===== config.mk =====
export PLATFORM = sky130hd
export DESIGN_NAME = parking_proximity_alarm_flat
export DESIGN_NICKNAME = d
export VERILOG_FILES = /design/src/hdl/ppa_pkg.sv /design/src/hdl/ppa_if.sv /design/src/hdl/parking_proximity_alarm.sv /design/src/hdl/ppa_echo.sv /design/src/hdl/ppa_tick.sv /design/src/flat_wrapper.sv
export SDC_FILE = /design/constraint.sdc
export NUM_CORES = 1
export LEC_CHECK = 0
export ABC_AREA = 1
export BUFFER_PORTS_ARGS = -buffer_cell sky130_fd_sc_hd__buf_2
export CAP_MARGIN = 25
export CORE_MARGIN = 2
export CORE_UTILIZATION = 55
export CTS_CLUSTER_DIAMETER = 120
export CTS_CLUSTER_SIZE = 8
export DETAILED_ROUTE_END_ITERATION = 8
export MAX_ROUTING_LAYER = met4
export PLACE_DENSITY = 0.72
export REMOVE_ABC_BUFFERS = 1
export SYNTH_ARGS = -nofsm -noshare
export SYNTH_HDL_FRONTEND = slang
export SYNTH_SLANG_ARGS = --single-unit

===== constraint.sdc =====
create_clock -name clock -period 12.9 [get_ports clock]
set_input_delay 1.935 -clock clock [delete_from_list [all_inputs] [get_ports clock]]
set_output_delay 1.935 -clock clock [all_outputs]
set_load 0.02 [all_outputs]

===== src/hdl/ppa_pkg.sv =====
// ----------------------------------------------------------------------------
// ppa_pkg: shared types and constants for the parking proximity alarm
// Item kinds, register indexes, state and result records, beep periods.
// ----------------------------------------------------------------------------
package ppa_pkg;

   typedef enum logic {
      OP_TICK = 1'b0,
      OP_ECHO = 1'b1
   } op_type;

   typedef enum logic [1:0] {
      REG_NEAREST_DISTANCE   = 2'd0,
      REG_DISTANCE_STEP      = 2'd1,
      REG_BEEP_HOLD_LIMIT    = 2'd2,
      REG_DISPLAY_HOLD_LIMIT = 2'd3
   } reg_index_type;

   localparam int unsigned BAR_SIZE = 9;

   // Divide by 58 as multiply by ceil(2^21 / 58) and shift; exact for 16-bit widths.
   localparam logic [15:0] CM_RECIP_MULT  = 16'd36158;
   localparam int unsigned CM_RECIP_SHIFT = 21;

   localparam logic [15:0] SLOW_BLINK        = 16'd50;
   localparam logic [15:0] DISPLAY_COUNT_CAP = 16'd60000;

   localparam logic [7:0]  NEAREST_DISTANCE_RESET   = 8'd20;
   localparam logic [4:0]  DISTANCE_STEP_RESET      = 5'd6;
   localparam logic [15:0] BEEP_HOLD_LIMIT_RESET    = 16'd700;
   localparam logic [15:0] DISPLAY_HOLD_LIMIT_RESET = 16'd1500;

   localparam logic [3:0] LEVEL_BEEP_LOW  = 4'd4;
   localparam logic [3:0] LEVEL_HOLD_CLR  = 4'd7;
   localparam logic [3:0] LEVEL_BEEP_HIGH = 4'd8;
   localparam logic [3:0] LEVEL_STEADY    = 4'd9;

   typedef struct packed {
      logic [7:0]  nearest_distance;
      logic [4:0]  distance_step;
      logic [15:0] beep_hold_limit;
      logic [15:0] display_hold_limit;
   } cfg_type;

   typedef struct packed {
      logic [3:0]  level;
      logic [15:0] blink_count;
      logic [15:0] beep_count;
      logic [15:0] beep_hold_count;
      logic [15:0] display_hold_count;
      logic        beeper_bit;
      logic        status_bit;
      logic [8:0]  bar_bits;
   } state_type;

   typedef struct packed {
      logic [8:0]  bar_bits;
      logic [3:0]  level;
      logic [10:0] distance_cm;
   } echo_result_type;

   typedef struct packed {
      logic        beeper;
      logic        status_led;
      logic [8:0]  bar_leds;
      logic [3:0]  proximity_level;
      logic [10:0] distance_cm;
      logic        report_valid;
   } rsp_type;

   // Beeper toggle period in ticks for levels 4 to 8.
   function automatic logic [5:0] beep_period(input logic [3:0] level);
      logic [5:0] period;
      case (level)
         4'd4:    period = 6'd40;
         4'd5:    period = 6'd20;
         4'd6:    period = 6'd10;
         4'd7:    period = 6'd5;
         4'd8:    period = 6'd2;
         default: period = 6'd40;
      endcase
      return period;
   endfunction

endpackage


===== src/hdl/ppa_if.sv =====
// ----------------------------------------------------------------------------
// ppa_if: channel interfaces of the parking proximity alarm
// Request, response and register-write channels with valid/ready.
// ----------------------------------------------------------------------------
interface ppa_req_if;
   logic        valid;
   logic        ready;
   logic        operation;
   logic [15:0] echo_us;
   logic        beep_mute;
   logic        display_off;

   modport source (output valid, operation, echo_us, beep_mute, display_off, input ready);
   modport sink   (input valid, operation, echo_us, beep_mute, display_off, output ready);
endinterface

interface ppa_rsp_if;
   logic        valid;
   logic        ready;
   logic        beeper;
   logic        status_led;
   logic [8:0]  bar_leds;
   logic [3:0]  proximity_level;
   logic [10:0] distance_cm;
   logic        report_valid;

   modport source (output valid, beeper, status_led, bar_leds, proximity_level,
                   distance_cm, report_valid, input ready);
   modport sink   (input valid, beeper, status_led, bar_leds, proximity_level,
                   distance_cm, report_valid, output ready);
endinterface

interface ppa_csr_if;
   logic        valid;
   logic        ready;
   logic [1:0]  index;
   logic [15:0] data;

   modport source (output valid, index, data, input ready);
   modport sink   (input valid, index, data, output ready);
endinterface


===== src/hdl/parking_proximity_alarm.sv =====
// ----------------------------------------------------------------------------
// parking_proximity_alarm: ultrasonic parking aid with LED bar and beeper
// Path: a request transaction passes through the input register, then the result
//   register; throughput is one transaction per cycle while the response side is
//   ready, with the alarm state updated once per transaction.
// Reset (synchronous, active high) clears all alarm state and loads the
//   register defaults; register writes complete in the cycle they are presented.
// ----------------------------------------------------------------------------
module parking_proximity_alarm (
   input  logic           clock,
   input  logic           reset,
   ppa_req_if.sink        req_if,
   ppa_rsp_if.source      rsp_if,
   ppa_csr_if.sink        csr_if
);

   // Configuration registers
   ppa_pkg::cfg_type cfg_ff;

   // Input stage: holds one request transaction
   logic        s1_valid_ff;
   logic        s1_op_ff;
   logic [15:0] s1_echo_ff;
   logic        s1_mute_ff;
   logic        s1_dark_ff;

   // Alarm state and its next value
   ppa_pkg::state_type state_ff;
   ppa_pkg::state_type state_in;

   // Result register
   logic             out_valid_ff;
   ppa_pkg::rsp_type out_ff;
   ppa_pkg::rsp_type out_in;

   ppa_pkg::echo_result_type echo_res;
   ppa_pkg::state_type       tick_state;

   logic s1_move;
   logic req_take;

   // Advance the input stage whenever the result register is free or drains now.
   assign s1_move  = s1_valid_ff && (!out_valid_ff || rsp_if.ready);
   assign req_take = req_if.valid && req_if.ready;

   assign req_if.ready = !s1_valid_ff || s1_move;
   assign csr_if.ready = 1'b1;

   // Register writes
   always_ff @(posedge clock) begin
      if (reset) begin
         cfg_ff.nearest_distance   <= ppa_pkg::NEAREST_DISTANCE_RESET;
         cfg_ff.distance_step      <= ppa_pkg::DISTANCE_STEP_RESET;
         cfg_ff.beep_hold_limit    <= ppa_pkg::BEEP_HOLD_LIMIT_RESET;
         cfg_ff.display_hold_limit <= ppa_pkg::DISPLAY_HOLD_LIMIT_RESET;
      end else if (csr_if.valid) begin
         case (ppa_pkg::reg_index_type'(csr_if.index))
            ppa_pkg::REG_NEAREST_DISTANCE:   cfg_ff.nearest_distance   <= csr_if.data[7:0];
            ppa_pkg::REG_DISTANCE_STEP:      cfg_ff.distance_step      <= csr_if.data[4:0];
            ppa_pkg::REG_BEEP_HOLD_LIMIT:    cfg_ff.beep_hold_limit    <= csr_if.data;
            ppa_pkg::REG_DISPLAY_HOLD_LIMIT: cfg_ff.display_hold_limit <= csr_if.data;
            default: ;
         endcase
      end
   end

   // Capture a request transaction into the input stage
   always_ff @(posedge clock) begin
      if (reset) begin
         s1_valid_ff <= 1'b0;
      end else if (req_take) begin
         s1_valid_ff <= 1'b1;
      end else if (s1_move) begin
         s1_valid_ff <= 1'b0;
      end
   end

   always_ff @(posedge clock) begin
      if (req_take) begin
         s1_op_ff   <= req_if.operation;
         s1_echo_ff <= req_if.echo_us;
         s1_mute_ff <= req_if.beep_mute;
         s1_dark_ff <= req_if.display_off;
      end
   end

   ppa_echo u_echo (
      .echo_us (s1_echo_ff),
      .cfg     (cfg_ff),
      .result  (echo_res)
   );

   ppa_tick u_tick (
      .cur  (state_ff),
      .cfg  (cfg_ff),
      .mute (s1_mute_ff),
      .nxt  (tick_state)
   );

   // Pick the state update by transaction kind; echoes leave beeper and LED alone.
   always_comb begin
      if (ppa_pkg::op_type'(s1_op_ff) == ppa_pkg::OP_ECHO) begin
         state_in       = state_ff;
         state_in.level = echo_res.level;
         if (!s1_dark_ff && (state_ff.display_hold_count < cfg_ff.display_hold_limit)) begin
            state_in.bar_bits = echo_res.bar_bits;
         end else begin
            state_in.bar_bits = '0;
         end
      end else begin
         state_in = tick_state;
      end
   end

   always_comb begin
      out_in.beeper          = state_in.beeper_bit;
      out_in.status_led      = state_in.status_bit;
      out_in.bar_leds        = state_in.bar_bits;
      out_in.proximity_level = state_in.level;
      if (ppa_pkg::op_type'(s1_op_ff) == ppa_pkg::OP_ECHO) begin
         out_in.distance_cm  = echo_res.distance_cm;
         out_in.report_valid = 1'b1;
      end else begin
         out_in.distance_cm  = '0;
         out_in.report_valid = 1'b0;
      end
   end

   // Commit state and result together as the transaction leaves the input stage
   always_ff @(posedge clock) begin
      if (reset) begin
         state_ff <= '0;
      end else if (s1_move) begin
         state_ff <= state_in;
      end
   end

   always_ff @(posedge clock) begin
      if (reset) begin
         out_valid_ff <= 1'b0;
      end else if (s1_move) begin
         out_valid_ff <= 1'b1;
      end else if (rsp_if.ready) begin
         out_valid_ff <= 1'b0;
      end
   end

   always_ff @(posedge clock) begin
      if (s1_move) begin
         out_ff <= out_in;
      end
   end

   assign rsp_if.valid           = out_valid_ff;
   assign rsp_if.beeper          = out_ff.beeper;
   assign rsp_if.status_led      = out_ff.status_led;
   assign rsp_if.bar_leds        = out_ff.bar_leds;
   assign rsp_if.proximity_level = out_ff.proximity_level;
   assign rsp_if.distance_cm     = out_ff.distance_cm;
   assign rsp_if.report_valid    = out_ff.report_valid;

endmodule


===== src/hdl/ppa_echo.sv =====
// ----------------------------------------------------------------------------
// ppa_echo: echo width to distance, bar pattern and proximity level
// Reciprocal divide by 58, nine saturated thresholds, lit-bit count.
// ----------------------------------------------------------------------------
module ppa_echo (
   input  logic [15:0]               echo_us,
   input  ppa_pkg::cfg_type          cfg,
   output ppa_pkg::echo_result_type  result
);

   logic [31:0] product;
   logic [10:0] dist_cm;
   logic [7:0]  dist_sat;
   logic [8:0]  bits;
   logic [3:0]  count;

   assign product  = 32'(echo_us) * 32'(ppa_pkg::CM_RECIP_MULT);
   assign dist_cm  = product[31:ppa_pkg::CM_RECIP_SHIFT];
   assign dist_sat = (dist_cm > 11'd255) ? 8'hFF : dist_cm[7:0];

   for (genvar i = 0; i < ppa_pkg::BAR_SIZE; i++) begin : g_thr
      logic [8:0] thr;
      logic [7:0] thr_sat;
      assign thr     = 9'(cfg.nearest_distance) + 9'(cfg.distance_step) * 9'(i);
      assign thr_sat = thr[8] ? 8'hFF : thr[7:0];
      assign bits[i] = (dist_sat < thr_sat);
   end

   always_comb begin
      count = '0;
      for (int i = 0; i < ppa_pkg::BAR_SIZE; i++) begin
         count = count + 4'(bits[i]);
      end
   end

   assign result.bar_bits    = bits;
   assign result.level       = count;
   assign result.distance_cm = dist_cm;

endmodule


===== src/hdl/ppa_tick.sv =====
// ----------------------------------------------------------------------------
// ppa_tick: tick update of beeper, status LED and hold counters
// Next state for one tick at the current proximity level.
// ----------------------------------------------------------------------------
module ppa_tick (
   input  ppa_pkg::state_type  cur,
   input  ppa_pkg::cfg_type    cfg,
   input  logic                mute,
   output ppa_pkg::state_type  nxt
);

   logic allow;
   logic beep_band;

   assign beep_band = (cur.level >= ppa_pkg::LEVEL_BEEP_LOW) &&
                      (cur.level <= ppa_pkg::LEVEL_BEEP_HIGH);

   always_comb begin
      nxt = cur;
      allow = 1'b0;
      nxt.blink_count = cur.blink_count + 16'd1;
      nxt.beep_count  = cur.beep_count + 16'd1;

      if (beep_band) begin
         if (nxt.beep_count >= 16'(ppa_pkg::beep_period(cur.level))) begin
            allow = !mute;
            if (cur.level == ppa_pkg::LEVEL_BEEP_HIGH) begin
               allow = allow && (cur.beep_hold_count < cfg.beep_hold_limit);
               if (allow) begin
                  nxt.beep_hold_count = cur.beep_hold_count + 16'd1;
               end
            end
            nxt.beeper_bit = allow ? !cur.beeper_bit : 1'b0;
            nxt.status_bit = !cur.status_bit;
            nxt.beep_count = '0;
         end
         if (cur.level == ppa_pkg::LEVEL_HOLD_CLR) begin
            nxt.beep_hold_count = '0;
         end
         if (cur.level == ppa_pkg::LEVEL_BEEP_HIGH) begin
            nxt.display_hold_count = '0;
         end
         nxt.blink_count = '0;
      end else if (cur.level >= ppa_pkg::LEVEL_STEADY) begin
         // steady tone while the hold budget lasts
         if (!mute && (cur.beep_hold_count < cfg.beep_hold_limit)) begin
            nxt.beeper_bit      = 1'b1;
            nxt.beep_hold_count = cur.beep_hold_count + 16'd1;
         end else begin
            nxt.beeper_bit = 1'b0;
         end
         nxt.status_bit = 1'b1;
         nxt.beep_count = '0;
         if (cur.display_hold_count < ppa_pkg::DISPLAY_COUNT_CAP) begin
            nxt.display_hold_count = cur.display_hold_count + 16'd1;
         end
         nxt.blink_count = '0;
      end else begin
         nxt.beeper_bit = 1'b0;
         if (nxt.blink_count >= ppa_pkg::SLOW_BLINK) begin
            nxt.status_bit  = !cur.status_bit;
            nxt.blink_count = '0;
         end
      end
   end

endmodule

===== src/flat_wrapper.sv =====
// flat-port wrapper written by rule: the top's interface ports become plain ports
module parking_proximity_alarm_flat 
  (clock, reset, req_if_valid, req_if_operation, req_if_echo_us, req_if_beep_mute, req_if_display_off, req_if_ready, rsp_if_valid, rsp_if_beeper, rsp_if_status_led, rsp_if_bar_leds, rsp_if_proximity_level, rsp_if_distance_cm, rsp_if_report_valid, rsp_if_ready, csr_if_valid, csr_if_index, csr_if_data, csr_if_ready);
  ppa_req_if req_if_i ();
  ppa_rsp_if rsp_if_i ();
  ppa_csr_if csr_if_i ();
  input  logic clock;
  input  logic reset;
  input wire logic [$bits(req_if_i.valid)-1:0] req_if_valid;
  input wire logic [$bits(req_if_i.operation)-1:0] req_if_operation;
  input wire logic [$bits(req_if_i.echo_us)-1:0] req_if_echo_us;
  input wire logic [$bits(req_if_i.beep_mute)-1:0] req_if_beep_mute;
  input wire logic [$bits(req_if_i.display_off)-1:0] req_if_display_off;
  output wire logic [$bits(req_if_i.ready)-1:0] req_if_ready;
  output wire logic [$bits(rsp_if_i.valid)-1:0] rsp_if_valid;
  output wire logic [$bits(rsp_if_i.beeper)-1:0] rsp_if_beeper;
  output wire logic [$bits(rsp_if_i.status_led)-1:0] rsp_if_status_led;
  output wire logic [$bits(rsp_if_i.bar_leds)-1:0] rsp_if_bar_leds;
  output wire logic [$bits(rsp_if_i.proximity_level)-1:0] rsp_if_proximity_level;
  output wire logic [$bits(rsp_if_i.distance_cm)-1:0] rsp_if_distance_cm;
  output wire logic [$bits(rsp_if_i.report_valid)-1:0] rsp_if_report_valid;
  input wire logic [$bits(rsp_if_i.ready)-1:0] rsp_if_ready;
  input wire logic [$bits(csr_if_i.valid)-1:0] csr_if_valid;
  input wire logic [$bits(csr_if_i.index)-1:0] csr_if_index;
  input wire logic [$bits(csr_if_i.data)-1:0] csr_if_data;
  output wire logic [$bits(csr_if_i.ready)-1:0] csr_if_ready;
  assign req_if_i.valid = req_if_valid;
  assign req_if_i.operation = req_if_operation;
  assign req_if_i.echo_us = req_if_echo_us;
  assign req_if_i.beep_mute = req_if_beep_mute;
  assign req_if_i.display_off = req_if_display_off;
  assign req_if_ready = req_if_i.ready;
  assign rsp_if_valid = rsp_if_i.valid;
  assign rsp_if_beeper = rsp_if_i.beeper;
  assign rsp_if_status_led = rsp_if_i.status_led;
  assign rsp_if_bar_leds = rsp_if_i.bar_leds;
  assign rsp_if_proximity_level = rsp_if_i.proximity_level;
  assign rsp_if_distance_cm = rsp_if_i.distance_cm;
  assign rsp_if_report_valid = rsp_if_i.report_valid;
  assign rsp_if_i.ready = rsp_if_ready;
  assign csr_if_i.valid = csr_if_valid;
  assign csr_if_i.index = csr_if_index;
  assign csr_if_i.data = csr_if_data;
  assign csr_if_ready = csr_if_i.ready;
  parking_proximity_alarm u_core (.clock(clock), .reset(reset), .req_if(req_if_i), .rsp_if(rsp_if_i), .csr_if(csr_if_i));
endmodule

==> out/qor.yml, run 1 <==
h-tree-depth: 4
reg2reg_slack_ns: 2.36
hold_depth: 2
crit-reg2reg-capture: "u_core.state_ff[76]"
ctsResizeCount: 0
port_buffers: 70
worst_setup_path_start_kind: "flop"
cp-end-kind: "flop"
cts_buffers: 17
final_nets: 2800
start_util_pct: 55.7
hold_path.class: "flop to flop"
required_ns: 13.24
rsz0062_at_grt: "false"
finalCritPeriodShare_pct: 81.7
slowest_stage: "fa_1"
final_cell_mix: "456 x nand2_1, 448 x inv_1, 283 x ha_1"
yosys_warnings: 0
final_hold_viol_count: 0
drtIter0Drc: 943
ys_ff_latch: 172
clockRootBuffer: "clkbuf_16"
power_switching_mw: 1.83
synth_edf_count: 46
avgSynthCellArea_sq_um: 7.64
grt-ovfl-total: 0
ir_worst_vdd_v: 0.000180
drt_first_pass_iters: 5
grt_pass1_vias: 14900
worst_slew_pin_slew_ns: 0.971
p_seq_share_pct: 17.7
die_x_um: 183
viasPerCell: 5.35
cts_setup_buffers: 0
synth_cells: 2296
final_core_util_pct: 60.0
boundaryPins: 72
relSlewSlack_pct: 35.2
muxShareOfSynthArea_pct: 0
finalPower_mw: 3.59
worstRegToRegCells: 42
wl_per_cell_um: 15.5
slew_violations: 0
synthFlopType: "dfxtp_1"
synth-adder-area-share_pct: 32.9
fin_skew_ns: 0.0190
dieArea_sq_mm: 0.0333
ys_types: 53
grt_first_pass_wirelength_um: 72100
cts_tree: "built"
drv_cap: 0
dpl.hpwl_um: 34200
fill_cells: 2850
netlist_area_sq_mm: 0.0175
synth-simple-area-share_pct: 20.4
route.detailed.drc: 0
min_from: "u_core.cfg_ff[24]"
async_flop_share_pct: 0
synth_top_family_by_area: "adder cells"
leakagePower_nw: 9.91
cts_buffer_depth: 2
place_congestion: 0.957
p_int_mw: 1.76
cts_hold_buf: 0
setup.worst_path.start: "u_core.s1_echo_ff[10]"
synth-compound-area-share_pct: 10.2
rows: 65
clk_pin_slew_ns: 0.08
timing.rr.start: "u_core.s1_echo_ff[10]"
drive_gt1_share_pct: 6.35
clock_sinks: 172
clk_latency_ns: 0.46
synth_xor_area_share_pct: 3.65
antenna_cells: 0
slowest_delay_ns: 0.61
die_h_um: 183
power_frac_comb_pct: 67.9
swShare_pct: 50.9
yosysSeqAreaShare_pct: 22.3
finalSetupViolCount: 0
p_per_area_mw_per_mm2: 190
status: "finished clean"
min_to: "u_core.cfg_ff[24]"
worstPathMaxFanout: 11
vias: 14900
p_clk_share_pct: 14.4
arrival_ns: 10.88
routed_wl_um: 43000
grtUsageTotal_pct: 27.8
grt_max_degree: 55
fmax_mhz: 94.9
period_minus_slack_ns: 10.54
crit_type: "flop to flop"
antenna_found_initial: 0
tns_ns: 0
core_sq_mm: 0.0315
layout_commonest_cell: "nand2_1"
ant_nets: 0
area_delta_synth_final_pct: 7.73
-- flip-flops by register name, indices dropped and copies added (netlist names) --
register                       flops
u_core.s1_op_ff                    1
u_core.s1_mute_ff                  1
u_core.rsp_if.bar_leds             9
u_core.rsp_if.report_valid         1
u_core.rsp_if.beeper               1
u_core.s1_valid_ff                 1
u_core.rsp_if.valid                1
u_core.s1_echo_ff                 16
u_core.rsp_if.status_led           1
u_core.s1_dark_ff                  1
u_core.rsp_if.distance_cm         11
u_core.rsp_if.proximity_level      4
u_core.state_ff                   79
u_core.cfg_ff                     45
-- how the worst max path moves through the flow --
| stage | to | slack [ns] |
|---|---|---|
| 2_1_floorplan | u_core.state_ff[76] | 3.54 |
| 5_1_grt | u_core.state_ff[76] | 1.75 |
| 6_report | u_core.state_ff[76] | 2.36 |
| 4_1_cts | u_core.state_ff[76] | 2.38 |
| 3_3_place_gp | u_core.state_ff[76] | 2.68 |
| 3_5_place_dp | u_core.state_ff[76] | 2.41 |
-- area by class of cell --
class,instances,area (sq um),area share (%)
tap,402,503,2.66
clock inverter,12,100,0.530
clock buffer,20,468,2.48
multi-input combinational,1637,11800,62.3
timing repair buffer,80,425,2.25
inverter,456,1710,9.06
sequential,172,3900,20.7
-- kinds of logic (layout without fill, tap and decap cells) --
| logic type | Yosys count | count (layout) |
|---|---|---|
| flip-flops | 172 | 172 |
| AND/OR/NAND/NOR | 845 | 845 |
| adder cells (fa/ha/maj) | 394 | 394 |
| XOR/XNOR | 73 | 73 |
| AO/OA/AOI/OAI | 324 | 324 |
| buffers and inverters | 487 | 568 |
| other | 1 | 1 |
-- power by group through the flow --
stage / clock network, mW / logic [mW] / registers (mW)
floorplan: 0 / 1.76 / 0.664
global placement: 0 / 2.35 / 0.647
detailed placement: 0 / 2.41 / 0.647
CTS: 0.524 / 2.44 / 0.636
global route: 0.549 / 2.84 / 0.639
finish: 0.518 / 2.44 / 0.635
-- routing by layer --
layer  vias to the layer above  GRT usage, %  share of wire (%)
met5                         -             -                  0
met4                         0          6.16                1.6
met3                        61          3.71                4.7
met2                       337          48.5                 49
met1                      6964          34.5                 45
li1                       7502             -                  -
-- worst max-delay path: cells and delay by family, from the launching register on --
kind / cells / cell delay [ns]
buffers and inverters: 9 / 0.54
AND/OR/NAND/NOR: 16 / 2.50
AO/OA/AOI/OAI: 4 / 0.42
adder cells (fa/ha/maj): 13 / 6.31
flip-flops: 1 / 0.58
-- cells in the mapped netlist, drive strengths merged, types with 2 or more instances --
library cell,count,area [sq um]
o21ai,83,423
dfxtp,126,2520
ha,283,3540
nand3,97,490
clkbuf,21,78.8
nor4,2,18.8
o211ai,12,90.1
buf,10,62.6
and2,2,12.5
o21a,8,60.1
a21o,5,37.5
or2,12,75.1
a21boi,4,45.0
o21bai,7,52.6
nor2,195,754
clkinv,2,7.51
a211oi,14,105
nand4,41,263
edfxtp,46,1380
xor2,58,508
a21oi,184,925
xnor2,15,131
nor3,29,166
a31oi,3,18.8
nand3b,3,22.5
inv,454,1700
fa,111,2220
nand2,463,1770
-- through the flow --
| step | instances | setup WS, ns | area [sq um] | hold WS, ns |
|---|---|---|---|---|
| 3_5_place_dp | 2747 | 2.41 | 18300 | 0.450 |
| 2_1_floorplan | 2265 | 3.54 | 17400 | 0.435 |
| 6_report | 2779 | 2.36 | 18900 | 0.459 |
| 4_1_cts | 2779 | 2.38 | 18900 | 0.462 |
| 3_3_place_gp | 2747 | 2.68 | 18300 | 0.449 |
| 5_1_grt | 2779 | 1.75 | 18900 | 0.475 |
Note: power is estimated with default switching activity, not from simulation.
==> run 2: changes to the inputs <==
Settings changed: PLACE_DENSITY 0.72 to 0.75.
Clock period 12.9 ns to 8.96 ns, I/O delays scaled along.
==> out/qor.yml, run 2 (synthesis gave the netlist of run 1 again) <==
status: "finished, violations left"
violations: "setup timing"
setup_ws_ns: -0.211  # -2.57 ns
clk_latency_ns: 0.47  # about the same
rsz0062_at_grt: "true"
drt_first_pass_iters: 6  # +1
largest-register: "u_core.state_ff"
fin_skew_ns: 0.0219  # +0.00281 ns
drive_gt1_share_pct: 15.8  # +9.4 points
critPathMostFrequentCell: "nand2_1"
rows: 65  # unchanged
die_x_um: 183  # unchanged
final_nets: 2934  # +4.8%
finalSetupViolCount: 6  # +6
leakagePower_nw: 10.7  # +7.6%
arrival_ns: 9.52  # -1.36 ns
vias: 15800  # +6.3%
cts_buffer_depth: 2  # unchanged
fill_cells: 2616  # -8.2%
final_hold_viol_count: 0  # unchanged
fmax_mhz: 109  # +15%
grt_first_pass_wirelength_um: 75900  # +5.3%
layout_commonest_cell: "inv_1"
seq_area_sq_mm: 0.00390  # unchanged
core_sq_mm: 0.0315  # unchanged
final_cell_mix: "427 x inv_1, 424 x nand2_1, 262 x ha_1"
top_regs: "u_core.state_ff (79), u_core.cfg_ff (45), u_core.s1_echo_ff (16)"
largest_reg_flops: 79  # unchanged
drv_cap: 0  # unchanged
period_minus_slack_ns: 9.17  # -1.37 ns
ant_nets: 0  # unchanged
fin_cells: 2913  # +4.8%
dp_cells: 2827  # +2.9%
ir_worst_vdd_v: 0.000282  # +57%
viasPerCell: 5.42  # +1.4%
slew_violations: 0  # unchanged
place_ws_ns: -0.592  # -3.00 ns
p_int_mw: 3.45  # +96%
clk_pin_slew_ns: 0.08  # about the same
grt-ovfl-total: 0  # unchanged
clock_sinks: 172  # unchanged
final_core_util_pct: 65.2  # +5.2 points
worst_setup_path_start_kind: "flop"
swShare_pct: 48.5  # -2.4 points
grt_pass1_vias: 15900  # +7.2%
power_frac_comb_pct: 74.5  # +6.6 points
port_buffers: 70  # unchanged
setup.worst_path.start: "u_core.s1_echo_ff[14]"
start_util_pct: 55.7  # unchanged
cp-end-kind: "flop"
antenna_found_initial: 0  # unchanged
slowest_stage: "fa_2"
boundaryPins: 72  # unchanged
grtUsageTotal_pct: 29.4  # +1.6 points
cts_buffers: 17  # unchanged
dpl.hpwl_um: 35000  # +2.2%
finalCritPeriodShare_pct: 102  # +21 points
routed_wl_um: 46100  # +7.3%
p_seq_share_pct: 13.6  # -4.1 points
dieArea_sq_mm: 0.0333  # unchanged
timing.rr.start: "u_core.s1_echo_ff[14]"
crit_type: "flop to flop"
clockRootBuffer: "clkbuf_16"
worst_slew_pin_slew_ns: 1.01  # +0.0415 ns
min_from: "u_core.cfg_ff[14]"
worstPathMaxFanout: 5  # -6
route.detailed.drc: 0  # unchanged
required_ns: 9.31  # -3.93 ns
relSlewSlack_pct: 32.5  # -2.8 points
place_congestion: 0.953  # -0.46%
die_h_um: 183  # unchanged
hold_path.class: "flop to flop"
slowest_delay_ns: 0.63  # +0.02 ns
drtIter0Drc: 869  # -7.8%
antenna_cells: 0  # unchanged
wl_per_cell_um: 15.8  # +2.4%
power_switching_mw: 3.26  # +78%
grt_max_degree: 55  # unchanged
multi_input_area_sq_mm: 0.0123  # +4.5%
area_delta_synth_final_pct: 17.1
cts_tree: "built"
h-tree-depth: 4  # unchanged
p_per_area_mw_per_mm2: 327  # +72%
finalPower_mw: 6.71  # +87%
p_clk_share_pct: 11.9  # -2.5 points
-- run 2: layout make-up --
cell class                      instances  area share [%]
Multi-Input combinational cell       1637            59.9
Sequential cell                       172            19.0
Inverter                              456            8.34
Timing Repair Buffer                  214            7.21
Tap cell                              402            2.45
Clock buffer                           18            2.19
Clock inverter                         14           0.841
-- run 2: repair_timing --
item | 4_1_cts | 5_1_grt
setup buffers | 49 | 10
pin swaps | 71 | 39
resized for setup | 95 | 43
endpoints found under the hold margin | 0 | 0
hold buffers | 0 | 0
endpoints found under the setup margin | 8 | 10
-- run 2: metrics by stage --
| stage | TNS (ns) | instance area, sq um | hold slack (ns) |
|---|---|---|---|
| finish | -0.544 | 20500 | 0.458 |
| CTS | -0.00678 | 20400 | 0.462 |
| floorplan | -1.14 | 17400 | 0.435 |
| global placement | -1.18 | 18900 | 0.442 |
| global route | -2.72 | 20500 | 0.489 |
| detailed placement | -2.29 | 18900 | 0.450 |
-- run 2: power by group through the flow --
stage          Sequential [mW]  Clock [mW]  Combinational (mW)
2_1_floorplan            0.956           0                2.54
4_1_cts                  0.910       0.813                4.59
3_3_place_gp             0.928           0                3.77
3_5_place_dp             0.929           0                3.90
6_report                 0.911       0.800                5.00
5_1_grt                  0.916       0.842                5.56
-- run 2: path summary, 6_finish.rpt --
| path | end | slack, ns | cells after the start |
|---|---|---|---|
| setup / recovery | u_core.state_ff[76] | -0.21 | 46 |
| hold / removal | u_core.cfg_ff[14] | 0.46 | 2 |
| setup reg to reg | u_core.state_ff[76] | -0.21 | 46 |
| hold reg to reg | u_core.cfg_ff[14] | 0.46 | 2 |
-- run 2: layer usage --
metal	GRT usage (%)	vias to the layer above	wire length [um]	part of all wire (%)
li1	-	7775	-	-
met1	34.1	7463	19400	42
met2	51.9	434	22900	50
met3	3.67	124	2090	4.5
met4	11.7	0	1840	4.0
met5	-	-	0	0
-- run 2: worst max-delay path, delay by kind of cell (launching register included) --
family	cells	cell delay (ns)
adder cells (fa/ha/maj)	13	5.84
buffers and inverters	12	1.06
AO/OA/AOI/OAI	6	0.52
AND/OR/NAND/NOR	15	1.16
flip-flops	1	0.45
==> run 3: changes to the inputs <==
Settings changed: SYNTH_HIERARCHICAL set to 1.
==> out/qor.yml, run 3 <==
synth_top_family_by_area: "adder cells"
p_seq_share_pct: 14.3  # +0.7 points
arrival_ns: 9.29  # -0.23 ns
clk_latency_ns: 0.46  # about the same
cp-end-kind: "flop"
period_minus_slack_ns: 9.06  # -0.108 ns
synth-simple-area-share_pct: 26.7  # +6.3 points
cts_hold_buf: 0  # unchanged
final_nets: 3231  # +10%
timing.rr.start: "u_core/s1_echo_ff[12]"
antenna_found_initial: 0  # unchanged
top_regs: "u_core/state_ff (79), u_core/cfg_ff (45), u_core/s1_echo_ff (16)"
synth_xor_area_share_pct: 2.98  # -0.67 points
p_clk_share_pct: 11.7  # -0.2 points
start_util_pct: 55.5  # -0.25 points
required_ns: 9.19  # -0.12 ns
place_ws_ns: -0.135  # +0.457 ns
cts_buffers: 17  # unchanged
yosys-top-cells-count: "627 x nand2_1, 444 x inv_1, 283 x ha_1"
ant_nets: 0  # unchanged
rsz0062_at_grt: "true"
wl_per_cell_um: 15.5  # -1.9%
p_per_area_mw_per_mm2: 297  # -9.1%
port_buffers: 70  # unchanged
area_delta_synth_final_pct: 11.1
ys_ff_latch: 172  # unchanged
netlist_area_sq_mm: 0.0196  # +12%
p_int_mw: 3.23  # -6.5%
final_cell_area_sq_mm: 0.0218  # +6.3%
hold_depth: 2  # unchanged
avgSynthCellArea_sq_um: 7.26  # -4.9%
synth_cells: 2703  # +18%
fin_skew_ns: 0.0126  # -0.00930 ns
boundaryPins: 72  # unchanged
placed_cell_area_sq_mm: 0.0205  # +8.3%
yosys_warnings: 6  # +6
yosysMostFrequentCell: "nand2_1"
setup.worst_path.start: "u_core/s1_echo_ff[12]"
power_frac_comb_pct: 74.0  # -0.5 points
clock_sinks: 172  # unchanged
viasPerCell: 5.44  # +0.32%
clk_pin_slew_ns: 0.08  # about the same
swShare_pct: 50.2  # +1.7 points
antenna_cells: 0  # unchanged
route.detailed.drc: 0  # unchanged
largest-register: "u_core/state_ff"
slowest_stage: "fa_1"
cts_buffer_depth: 2  # unchanged
muxShareOfSynthArea_pct: 0  # unchanged
tns_ns: -0.158  # +0.387 ns
synth-compound-area-share_pct: 9.50  # -0.69 points
final_hold_viol_count: 0  # unchanged
crit_type: "flop to flop"
finalSetupViolCount: 2  # -4
grtUsageTotal_pct: 28.4  # -1.0 points
worstPathMaxFanout: 4  # -1
rows: 69  # +6.2%
finalCritPeriodShare_pct: 101  # -1.2 points
ir_worst_vdd_v: 0.000258  # -8.3%
reg2reg_slack_ns: -0.10  # +0.11 ns
synth_top_area_share_pct: 18.0  # -2.2 points
h-tree-depth: 4  # unchanged
routed_wl_um: 50800  # +10%
grt-ovfl-total: 0  # unchanged
grt_first_pass_wirelength_um: 82400  # +8.5%
hold_path.class: "flop to flop"
die_x_um: 193  # +5.7%
min_from: "u_core/cfg_ff[25]"
dieArea_sq_mm: 0.0372  # +12%
synthTopCellsByArea: "ha_1 18%, dfxtp_1 13%, nand2_1 12%"
relSlewSlack_pct: 36.0  # +3.5 points
fmax_mhz: 110  # +1.2%
violations: "setup timing"
drive_gt1_share_pct: 12.9  # -2.8 points
worst_setup_path_start_kind: "flop"
setup_ws_ns: -0.102  # +0.108 ns
worst_slew_pin_slew_ns: 0.960  # -0.0531 ns
yosysSeqAreaShare_pct: 19.9  # -2.4 points
yosys.area.top_type: "ha_1"
final_cell_mix: "601 x nand2_1, 429 x inv_1, 266 x ha_1"
synth_edf_count: 46  # unchanged
power_switching_mw: 3.25  # -0.12%
ys_types: 56  # +5.7%
grt_pass1_vias: 16900  # +5.8%
drv_cap: 0  # unchanged
drt_first_pass_iters: 6  # unchanged
drtIter0Drc: 1299  # +49%
layout_commonest_cell: "nand2_1"
leakagePower_nw: 11.0  # +3.4%
synthFlopType: "dfxtp_1"
slew_violations: 0  # unchanged
grt_max_degree: 82  # +49%
clockRootBuffer: "clkbuf_16"
async_flop_share_pct: 0  # unchanged
largest_reg_flops: 79  # unchanged
vias: 17800  # +13%
core_sq_mm: 0.0354  # +12%
dpl.hpwl_um: 38500  # +10%
status: "finished, violations left"
fill_cells: 3188  # +22%
place_congestion: 0.959  # +0.64%
synth-adder-area-share_pct: 29.4  # -3.5 points
slowest_delay_ns: 0.58  # -0.05 ns
die_h_um: 193  # +5.7%
cts_tree: "built"
worstRegToRegCells: 42  # -8.7%
run 3: routing by layer:
layer | vias to the layer above | track usage [%] | part of all wire (%)
met2 | 491 | 45.7 | 47
met1 | 8395 | 37.4 | 45
met3 | 66 | 3.86 | 5.2
met5 | - | - | 0
met4 | 0 | 8.28 | 1.9
li1 | 8831 | - | -
run 3: power by group through the flow:
stage          logic (mW)  registers, mW  clock network (mW)
6_report             4.80          0.927               0.755
5_1_grt              5.39          0.932               0.799
4_1_cts              4.26          0.928               0.771
3_5_place_dp         4.07          0.945                   0
3_3_place_gp         3.97          0.943                   0
2_1_floorplan        2.81          0.964                   0
run 3: per-stage QoR:
stage          std cells  hold slack [ns]  util [%]  power (mW)
5_1_grt             3269            0.484      61.6        7.13
3_5_place_dp        3214            0.443      57.9        5.01
3_3_place_gp        3214            0.439      57.9        4.91
6_report            3269            0.465      61.6        6.48
4_1_cts             3253            0.467      60.3        5.96
2_1_floorplan       2627            0.429         -        3.78
run 3: final timing paths:
kind | end
setup / recovery | u_core/rsp_if.proximity_level[1]
hold / removal | u_core/cfg_ff[25]
setup reg to reg | u_core/rsp_if.proximity_level[1]
hold reg to reg | u_core/cfg_ff[25]
run 3: critical path: cells and delay by family (launching register included):
| kind | cells | cell delay [ns] |
|---|---|---|
| fa+ha+maj | 13 | 5.76 |
| buf+inv | 14 | 1.23 |
| simple gates | 13 | 1.04 |
| compound gates | 2 | 0.38 |
| flops | 1 | 0.44 |
run 3: kinds of logic after synthesis:
logic type	Yosys count
compound gates	338
xor+xnor	65
fa+ha+maj	394
buf+inv	544
flops	172
other cells	2
simple gates	1188
run 3: cell type report:
type	count	area [sq um]	area share (%)
Clock buffer	19	443	2.03
Clock inverter	13	131	0.602
Inverter	459	1730	7.93
Multi-Input combinational cell	1996	14000	64.2
Sequential cell	172	3900	17.9
Tap cell	461	577	2.64
Timing Repair Buffer	149	1020	4.69
run 3: what timing repair did:
item                       in CTS  in global routing
gates resized for setup        34                 84
pin swaps                      18                 64
setup endpoints to repair       4                  8
gates cloned                    1                  0
buffers inserted                6                 15
